==> config.mk <==
export PLATFORM = sky130hd
export DESIGN_NAME = tak_fifo
export DESIGN_NICKNAME = d
export VERILOG_FILES = /design/src/hw/rtl/tak_pkg.sv /design/src/hw/rtl/tak_fifo.sv
export SDC_FILE = /design/constraint.sdc
export NUM_CORES = 1
export LEC_CHECK = 0
export BUFFER_PORTS_ARGS = -buffer_cell sky130_fd_sc_hd__clkbuf_2
export CORE_MARGIN = 1
export CORE_UTILIZATION = 45
export CTS_BUF_LIST = sky130_fd_sc_hd__clkbuf_8
export DETAILED_ROUTE_END_ITERATION = 7
export PLACE_DENSITY = 0.82
export SYNTH_ARGS = -nofsm -noshare
export SYNTH_HDL_FRONTEND = slang
export SYNTH_SLANG_ARGS = --single-unit
export TNS_END_PERCENT = 30
==> constraint.sdc <==
create_clock -name clk_i -period 4.3 [get_ports clk_i]
set_clock_uncertainty 0.05 [all_clocks]
set_input_delay 0.215 -clock clk_i [delete_from_list [all_inputs] [get_ports clk_i]]
set_output_delay 0.215 -clock clk_i [all_outputs]
set_load 0.05 [all_outputs]
==> src/hw/rtl/tak_pkg.sv <==
// Shared types, constants and helper functions of the tilt angle Kalman filter.
`timescale 1ns / 1ps
package tak_pkg;

  localparam int unsigned CfgW    = 28;
  localparam int unsigned CfgIdxW = 2;

  localparam logic [CfgIdxW-1:0] CFG_ANGLE_Q = 2'd0;
  localparam logic [CfgIdxW-1:0] CFG_BIAS_Q  = 2'd1;
  localparam logic [CfgIdxW-1:0] CFG_MEAS_R  = 2'd2;
  localparam logic [CfgIdxW-1:0] CFG_DT      = 2'd3;

  localparam logic [CfgW-1:0] AngleQRst = 28'd16777;
  localparam logic [CfgW-1:0] BiasQRst  = 28'd50332;
  localparam logic [CfgW-1:0] MeasRRst  = 28'd8388608;
  localparam logic [CfgW-1:0] DtRst     = 28'd234881;

  localparam int unsigned QueueDepth  = 2;
  localparam int unsigned CordicSteps = 22;
  localparam int unsigned SqrtSteps   = 32;
  localparam int unsigned DivSteps    = 56;

  localparam logic signed [23:0] NinetyDeg = 24'sd5898240;
  localparam logic signed [31:0] CovOne    = 32'sd16777216;

  typedef struct packed {
    logic signed [15:0] accel_x;
    logic signed [15:0] accel_y;
    logic signed [15:0] accel_z;
    logic signed [27:0] gyro_rate;
  } in_item_t;

  typedef struct packed {
    logic signed [23:0] accel_angle;
    logic signed [27:0] filtered_angle;
    logic signed [27:0] corrected_rate;
  } out_item_t;

  typedef struct packed {
    logic signed [23:0] accel_angle;
    logic signed [27:0] gyro_rate;
  } meas_t;

  function automatic logic [21:0] atan_deg(input logic [4:0] idx);
    logic [21:0] v;
    case (idx)
      5'd0:    v = 22'd2949120;
      5'd1:    v = 22'd1740967;
      5'd2:    v = 22'd919879;
      5'd3:    v = 22'd466945;
      5'd4:    v = 22'd234379;
      5'd5:    v = 22'd117304;
      5'd6:    v = 22'd58666;
      5'd7:    v = 22'd29335;
      5'd8:    v = 22'd14668;
      5'd9:    v = 22'd7334;
      5'd10:   v = 22'd3667;
      5'd11:   v = 22'd1833;
      5'd12:   v = 22'd917;
      5'd13:   v = 22'd458;
      5'd14:   v = 22'd229;
      5'd15:   v = 22'd115;
      5'd16:   v = 22'd57;
      5'd17:   v = 22'd29;
      5'd18:   v = 22'd14;
      5'd19:   v = 22'd7;
      5'd20:   v = 22'd4;
      5'd21:   v = 22'd2;
      default: v = 22'd0;
    endcase
    return v;
  endfunction

  function automatic logic signed [31:0] sat32(input logic signed [43:0] v);
    logic signed [31:0] r;
    if (v > 44'sh0007FFFFFFF) r = 32'sh7FFFFFFF;
    else if (v < -44'sh00080000000) r = 32'sh80000000;
    else r = v[31:0];
    return r;
  endfunction

  function automatic logic signed [27:0] sat28(input logic signed [32:0] v);
    logic signed [27:0] r;
    if (v > 33'sh007FFFFFF) r = 28'sh7FFFFFF;
    else if (v < -33'sh008000000) r = 28'sh8000000;
    else r = v[27:0];
    return r;
  endfunction

endpackage

==> src/hw/rtl/tak_fifo.sv <==
// Short queue of measurements between the front end and the filter core.
`timescale 1ns / 1ps
module tak_fifo #(
  parameter int unsigned DEPTH = tak_pkg::QueueDepth
) (
  input  logic           clk_i,
  input  logic           rst_ni,
  input  logic           wr_i,
  input  tak_pkg::meas_t wdata_i,
  output logic           full_o,
  input  logic           rd_i,
  output tak_pkg::meas_t rdata_o,
  output logic           empty_o
);

  localparam int unsigned PtrW = $clog2(DEPTH);
  localparam int unsigned CntW = $clog2(DEPTH + 1);

  tak_pkg::meas_t mem_q [DEPTH];
  logic [PtrW-1:0] wr_ptr_q, rd_ptr_q;
  logic [CntW-1:0] cnt_q;
  logic            do_wr, do_rd;

  assign full_o  = cnt_q == CntW'(DEPTH);
  assign empty_o = cnt_q == '0;
  assign do_wr   = wr_i && !full_o;
  assign do_rd   = rd_i && !empty_o;
  assign rdata_o = mem_q[rd_ptr_q];

  always_ff @(posedge clk_i) begin
    if (do_wr) mem_q[wr_ptr_q] <= wdata_i;
  end

  always_ff @(posedge clk_i or negedge rst_ni) begin
    if (!rst_ni) begin
      wr_ptr_q <= '0;
      rd_ptr_q <= '0;
      cnt_q    <= '0;
    end else begin
      if (do_wr) begin
        wr_ptr_q <= (wr_ptr_q == PtrW'(DEPTH - 1)) ? '0 : wr_ptr_q + PtrW'(1);
      end
      if (do_rd) begin
        rd_ptr_q <= (rd_ptr_q == PtrW'(DEPTH - 1)) ? '0 : rd_ptr_q + PtrW'(1);
      end
      if (do_wr && !do_rd) cnt_q <= cnt_q + CntW'(1);
      else if (do_rd && !do_wr) cnt_q <= cnt_q - CntW'(1);
    end
  end

endmodule

==> results of run 1 <==
-- worst min path at each step --
stage / endpoint / slack (ns) / cells past startpoint
2_1_floorplan: cnt_q[0]$_DFFE_PN0P_ / -0.13 / 0
3_3_place_gp: cnt_q[0]$_DFFE_PN0P_ / -0.02 / 1
3_5_place_dp: cnt_q[0]$_DFFE_PN0P_ / -0.02 / 1
4_1_cts: mem_q[1][8]$_DFFE_PP_ / 0.008 / 1
5_1_grt: mem_q[1][5]$_DFFE_PP_ / 0.01 / 1
6_report: mem_q[1][8]$_DFFE_PP_ / 0.03 / 1
-- where the power goes --
group          leakage (nW)  internal (mW)  switching [mW]
combinational          1.14          0.605            1.14
sequential             1.01           1.44           0.200
clock                0.0764          0.202           0.310
-- cell type report --
cell class	count	area (sq um)
Tap cell	108	135
Timing Repair Buffer	161	1060
Multi-Input combinational cell	65	867
Sequential cell	108	3230
Clock buffer	9	124
Clock inverter	5	31.3
Inverter	2	7.51
Fill cell	651	3440
-- cell usage after synthesis (all sizes together) --
cell type / number
edfxtp: 104
mux2: 52
buf: 6
dfrtp: 4
nor2: 3
xnor2: 3
inv: 2
xor2: 2
and3: 1
ha: 1
nand2: 1
nand2b: 1
o21ai: 1
-- placed cells by master (no fill, tap or decap), drive strengths merged, types with 2 or more instances in the layout --
master | netlist | routed
clkinvlp | 0 | 2
dlygate4sd3 | 0 | 50
buf | 6 | 2
clkbuf | 0 | 118
mux2 | 52 | 52
edfxtp | 104 | 104
inv | 2 | 4
dfrtp | 4 | 4
nor2 | 3 | 3
xnor2 | 3 | 3
xor2 | 2 | 2
-- worst max-delay path, stage by stage (launching register included) --
cell                       delay [ns]
sky130_fd_sc_hd__dfrtp_4         1.06
sky130_fd_sc_hd__mux2_2          0.42
sky130_fd_sc_hd__clkbuf_2        0.24
-- logic make-up (layout without fill, tap and decap cells) --
family                     after synthesis  count (layout)  share of synthesized area
DFF                                    108             108                      0.767
muxes                                   52              52                      0.183
buffers and inverters                    8             177                     0.0283
and+or+nand+nor                          6               6                    0.00655
xor gates and xnor gates                 5               5                     0.0104
adders and majority gates                1               1                    0.00298
AOI/OAI and AO/OA                        1               1                    0.00119
-- sequential cells by signal, summed over array words and instances (netlist names) --
register	cells
wr_ptr_q	1
rd_ptr_q	1
mem_q	104
cnt_q	2
-- metrics by stage --
stage          setup slack, ns   util  area, sq um
3_5_place_dp              2.05  0.540         4800
2_1_floorplan            0.959      -         4200
6_report                  1.94  0.613         5450
5_1_grt                   1.83  0.613         5450
4_1_cts                   1.88  0.613         5450
3_3_place_gp              2.13  0.540         4800
-- what timing repair did --
action,in CTS,in global routing
gates resized for setup,0,0
setup endpoints to repair,0,0
hold buffers,50,0
endpoints found under the hold margin,102,0
-- metal layers --
layer / vias up / share of wire
li1: 1034 / -
met1: 1010 / 0.42
met2: 68 / 0.50
met3: 13 / 0.047
met4: 0 / 0.024
met5: - / 0
==> run_results.csv, run 1 <==
group,metric,value,unit
cts,cts_buffers,9,
sta,min_period,2.36,ns
worst_setup_path,timing.critical_path.arrival,2.10,ns
sta,timing.hold.ws,0.0290,ns
sta,clock.fmax,424,MHz
grt,grt.met1_usage,0.173,
worst_hold_path,hold_start,"wdata_i[8]",
grt,grt_first_pass_wirelength,10.3,mm
drt,vias_per_cell,4.64,
pwr,power.density_cell_area,715,nW/um^2
placed_design,port_buffers,109,
grt,antenna_found_initial,0,
grt,grt.met2_usage,0.243,
synth,synth_top_cell_area_share,0.744,
cts,clkSinkCount,108,
synth,post_synth_num_cell_types,15,
worst_setup_path,critical_path.reg2reg.endpoint,"mem_q[0][21]$_DFFE_PP_",
drt,wire_per_inst,14.6,microns
placed_design,dp_hpwl,4.27,mm
synth,mappedNetlistNets,238,
pwr,power.static_leakage,2.23,nW
floorplan,die_h,98.6,microns
final_layout,antenna_cells_inserted,0,
synth,ys_ff_latch,108,
sta,timing.final.crit_share,0.549,
drt,detail-route-antenna-nets,0,
pwr,total_design_power,3.90,mW
job,count_of_maximum_capacitance_violations,0,
cts,clk_latency,0.35,ns
cts,clk_root_buffer_cell,"sky130_fd_sc_hd__clkbuf_8",
sta,worst-slew-pin-transition,0.964,ns
cts,clk_pin_slew,0.09,ns
final_layout,num-nets-final,404,
worst_setup_path,worst_ep_required_time,4.03,ns
final_layout,drive_above_1_share,0.509,
placed_design,place.gp.congestion,0.632,
floorplan,floorplan.core_area,8890,sq um
grt,total_grt_overflow,0,
outcome,status,"finished clean",
worst_setup_path,cp-endpoint,"rdata_o[29]",
sta,slew_headroom,0.357,
final_layout,syn2layout_area_growth,29.8,%
pwr,ir_worst_vdd,420,uV
placed_design,dp_cells,394,
synth,netlist.top_cell.by_area,"sky130_fd_sc_hd__edfxtp_1",
floorplan,die_w,98.6,microns
synth,synthCells,181,
sta,final.setup.tns,0,ns
cts,post_cts_setup_repair_bufs,0,
floorplan,top_level_ports,110,
drt,route.vias.total,2125,
sta,rsz0062_at_grt,"no",
worst_setup_path,path_max_fanout,53,
worst_setup_path,criticalPathCategory,"flop to primary output",
worst_setup_path,worst_setup_path_startpoint,"rd_ptr_q$_DFFE_PN0P_",
grt,grt_pass1_vias,2148,
sta,setup-violations-final,0,
floorplan,placementRows,34,
sta,maxSlewViolCount,0,
floorplan,effective_utilization_at_floorplan,0.472,
sta,report.final.hold_viol_count,0,
drt,detail_route.wirelength,6.68,mm
final_layout,post_layout_nonfiller_instances,458,
worst_setup_path,critical_path.startpoint_type,"flop",
grt,gr-max-usage-layer,"met2",
grt,grt_start_max_net_pins,54,
floorplan,design.die.area,9720,sq um
drt,drc,0,
cts,cts_tree,"built",
synth,synth.cell_area,4200,sq um
worst_setup_path,crit-reg2reg-launch,"cnt_q[0]$_DFFE_PN0P_",
worst_hold_path,hold_path.class,"input port to flop",
cts,cts_max_level,3,
cts,cts-root-to-sink-buffers,2,
synth,seq_area_frac_synth,0.767,
worst_setup_path,reg2reg_setup_slack,2.09,ns
worst_setup_path,worst_setup_path_end_kind,"primary output",
drt,drt_iter0_drc,46,
grt,global_route.usage.total,0.144,
synth,synth_area_leaders,"sky130_fd_sc_hd__edfxtp_1 74%, sky130_fd_sc_hd__mux2_4 18%, sky130_fd_sc_hd__buf_12 2.4%",
grt,groute.layer.met3.usage,0.0340,
drt,first_pass_iters,4,
synth,yosys_warnings,0,
worst_setup_path,reg2reg_depth,4,
synth,post_synth.cell_area_avg,23.2,sq um
(Power assumes the default switching activity.)
==> run 2, diff against run 1 <==
PLACE_DENSITY = 0.84   (was 0.82)
clock period = 2.17 ns   (was 4.3 ns; I/O delays follow)
==> run 2 against run 1 <==
Net effect: setup slack got worse by 1.8 ns; critical path depth rose by 1; cell count rose by 2.0%; die area did not move; non-clock buffer count rose by 7; largest cell class unchanged.
==> run_results.csv, run 2 (synthesis gave the netlist of run 1 again) <==
group,metric,value,unit
drt,route.vias.total,2191,
final_layout,num-nets-final,411,
final_layout,largest_register_ffs,104,
job,count_of_maximum_capacitance_violations,0,
pwr,power.share.switching,0.413,
grt,antenna_found_initial,0,
pwr,power.clock.fraction,0.155,
floorplan,die_h,98.6,microns
drt,detail_route.wirelength,6.94,mm
drt,vias_per_cell,4.69,
sta,timing.hold.ws,0.0414,ns
final_layout,most-common-layout-cells,"109 x sky130_fd_sc_hd__clkbuf_2, 104 x sky130_fd_sc_hd__edfxtp_1, 53 x sky130_fd_sc_hd__dlygate4sd3_1, 49 x sky130_fd_sc_hd__mux2_4, 11 x sky130_fd_sc_hd__clkbuf_8",
sta,clock.fmax,495,MHz
cts,cts_max_level,3,
worst_hold_path,hold_path.class,"input port to asynchronous set/reset pin",
final_layout,post_layout_nonfiller_instances,467,
drt,detail-route-antenna-nets,0,
worst_setup_path,timing.critical_path.arrival,1.86,ns
sta,timing.final.crit_share,0.932,
sta,rsz0062_at_grt,"no",
sta,min_period,2.02,ns
final_layout,syn2layout_area_growth,33.5,%
pwr,power.density_cell_area,1440,nW/um^2
cts,clk_root_buffer_cell,"sky130_fd_sc_hd__clkbuf_8",
cts,post_cts_setup_repair_bufs,0,
drt,drc,0,
grt,grt_first_pass_wirelength,10.9,mm
final_layout,fill_cell_total_of_the_finished_layout,622,
cts,clk_latency,0.35,ns
drt,wire_per_inst,14.9,microns
placed_design,dp_hpwl,4.33,mm
grt,total_grt_overflow,0,
floorplan,die_w,98.6,microns
floorplan,placementRows,34,
worst_setup_path,worst_setup_path_end_kind,"primary output",
final_layout,antenna_cells_inserted,0,
floorplan,floorplan.core_area,8890,sq um
worst_setup_path,critical_path.startpoint_type,"flop",
cts,cts-root-to-sink-buffers,2,
placed_design,port_buffers,109,
floorplan,design.die.area,9720,sq um
sta,setup-violations-final,0,
final_layout,commonest_non_fill_non_tap_cell_in_the_layout,"sky130_fd_sc_hd__clkbuf_2",
pwr,comb_power_share,0.463,
worst_setup_path,criticalPathCategory,"flop to primary output",
sta,slew_headroom,0.681,
grt,grt_start_max_net_pins,37,
worst_setup_path,reg2reg_setup_slack,0.53,ns
final_layout,registers.top_by_ff_count,"mem_q",
final_layout,drive_above_1_share,0.518,
floorplan,top_level_ports,110,
placed_design,place.gp.congestion,0.660,
outcome,status,"finished clean",
cts,cts_tree,"built",
worst_setup_path,worst_ep_required_time,2.01,ns
sta,maxSlewViolCount,0,
grt,global_route.usage.total,0.152,
pwr,internal_portion_of_total_power,4.73,mW
pwr,ir_worst_vdd,838,uV
worst_setup_path,path_max_fanout,20,
drt,drt_iter0_drc,58,
placed_design,dp_cells,398,
cts,cts_buffers,9,
pwr,total_design_power,8.06,mW
cts,clk_pin_slew,0.10,ns
pwr,seq_power_share,0.382,
cts,clkSinkCount,108,
sta,report.final.hold_viol_count,0,
pwr,power.static_leakage,2.31,nW
final_layout,reg.largest.list,"mem_q x104, cnt_q x2",
grt,grt_pass1_vias,2285,
pwr,netSwitchingPower,3.33,mW
sta,worst-slew-pin-transition,0.478,ns
floorplan,effective_utilization_at_floorplan,0.472,
sta,final.setup.tns,0,ns
drt,first_pass_iters,4,
[run 2: changes by cell type in the layout (fill, tap and decap cells not counted)]
| cell | previous run | this run |
|---|---|---|
| sky130_fd_sc_hd__bufinv_16 | 0 | 1 |
| sky130_fd_sc_hd__buf_4 | 2 | 3 |
| sky130_fd_sc_hd__clkinv_2 | 0 | 1 |
| sky130_fd_sc_hd__inv_1 | 3 | 2 |
| sky130_fd_sc_hd__clkbuf_8 | 9 | 11 |
| sky130_fd_sc_hd__clkinvlp_4 | 2 | 1 |
| sky130_fd_sc_hd__clkinv_1 | 1 | 0 |
| sky130_fd_sc_hd__buf_12 | 0 | 3 |
| sky130_fd_sc_hd__inv_6 | 1 | 0 |
| sky130_fd_sc_hd__clkinv_4 | 0 | 2 |
| sky130_fd_sc_hd__dlygate4sd3_1 | 50 | 53 |
[run 2: final cells by class]
class                           instances  area, sq um  area share
Clock inverter                          5         60.1      0.0107
Multi-Input combinational cell         65          867       0.155
Inverter                                2         7.51     0.00134
Sequential cell                       108         3230       0.576
Clock buffer                           11          151      0.0270
Tap cell                              108          135      0.0241
Timing Repair Buffer                  168         1160       0.207
[run 2: worst paths after layout]
check                                     startpoint                   end  depth (start not counted)
worst max-delay path            rd_ptr_q$_DFFE_PN0P_           rdata_o[34]                          3
worst min-delay path                          rst_ni  rd_ptr_q$_DFFE_PN0P_                          2
worst max register to register  cnt_q[0]$_DFFE_PN0P_  cnt_q[1]$_DFFE_PN0P_                          6
worst min register to register  cnt_q[1]$_DFFE_PN0P_  cnt_q[1]$_DFFE_PN0P_                          1
max in group asynchronous                     rst_ni  rd_ptr_q$_DFFE_PN0P_                          2
min in group clk_i                              wr_i  wr_ptr_q$_DFFE_PN0P_                          3
[run 2: timing repair]
item | 4_1_cts | 5_1_grt
endpoints found under the hold margin | 108 | 0
hold buffers | 53 | 0
gates resized for setup | 0 | 0
[run 2: layer usage]
layer / global-route usage / part of all wire / up-vias
met2: 0.275 / 0.52 / 74
li1: - / - / 1047
met1: 0.173 / 0.42 / 1065
met5: 0 / 0 / -
met4: 0.0563 / 0.011 / 0
met3: 0.0433 / 0.049 / 5
[run 2: metrics by stage]
step | setup slack (ns) | area (sq um) | util
after global routing | 0.0530 | 5610 | 0.631
after floorplan | -0.137 | 4210 | -
after global placement | 0.532 | 4860 | 0.547
final | 0.149 | 5610 | 0.631
after CTS | 0.111 | 5610 | 0.631
after detailed placement | 0.493 | 4860 | 0.547
[run 2: critical path, cell delays in order, from the launching register on]
cell and delay (ns):
sky130_fd_sc_hd__dfrtp_4 0.66, sky130_fd_sc_hd__buf_12 0.25, sky130_fd_sc_hd__mux2_2 0.35, sky130_fd_sc_hd__clkbuf_2 0.23
[run 2: power groups by stage]
stage               Combinational, mW  Sequential, mW  Clock, mW
finish                           3.73            3.08       1.25
floorplan                        3.23            3.01          0
global placement                 3.66            3.10          0
CTS                              3.77            3.09       1.28
detailed placement               3.69            3.14          0
global route                     3.91            3.13       1.36
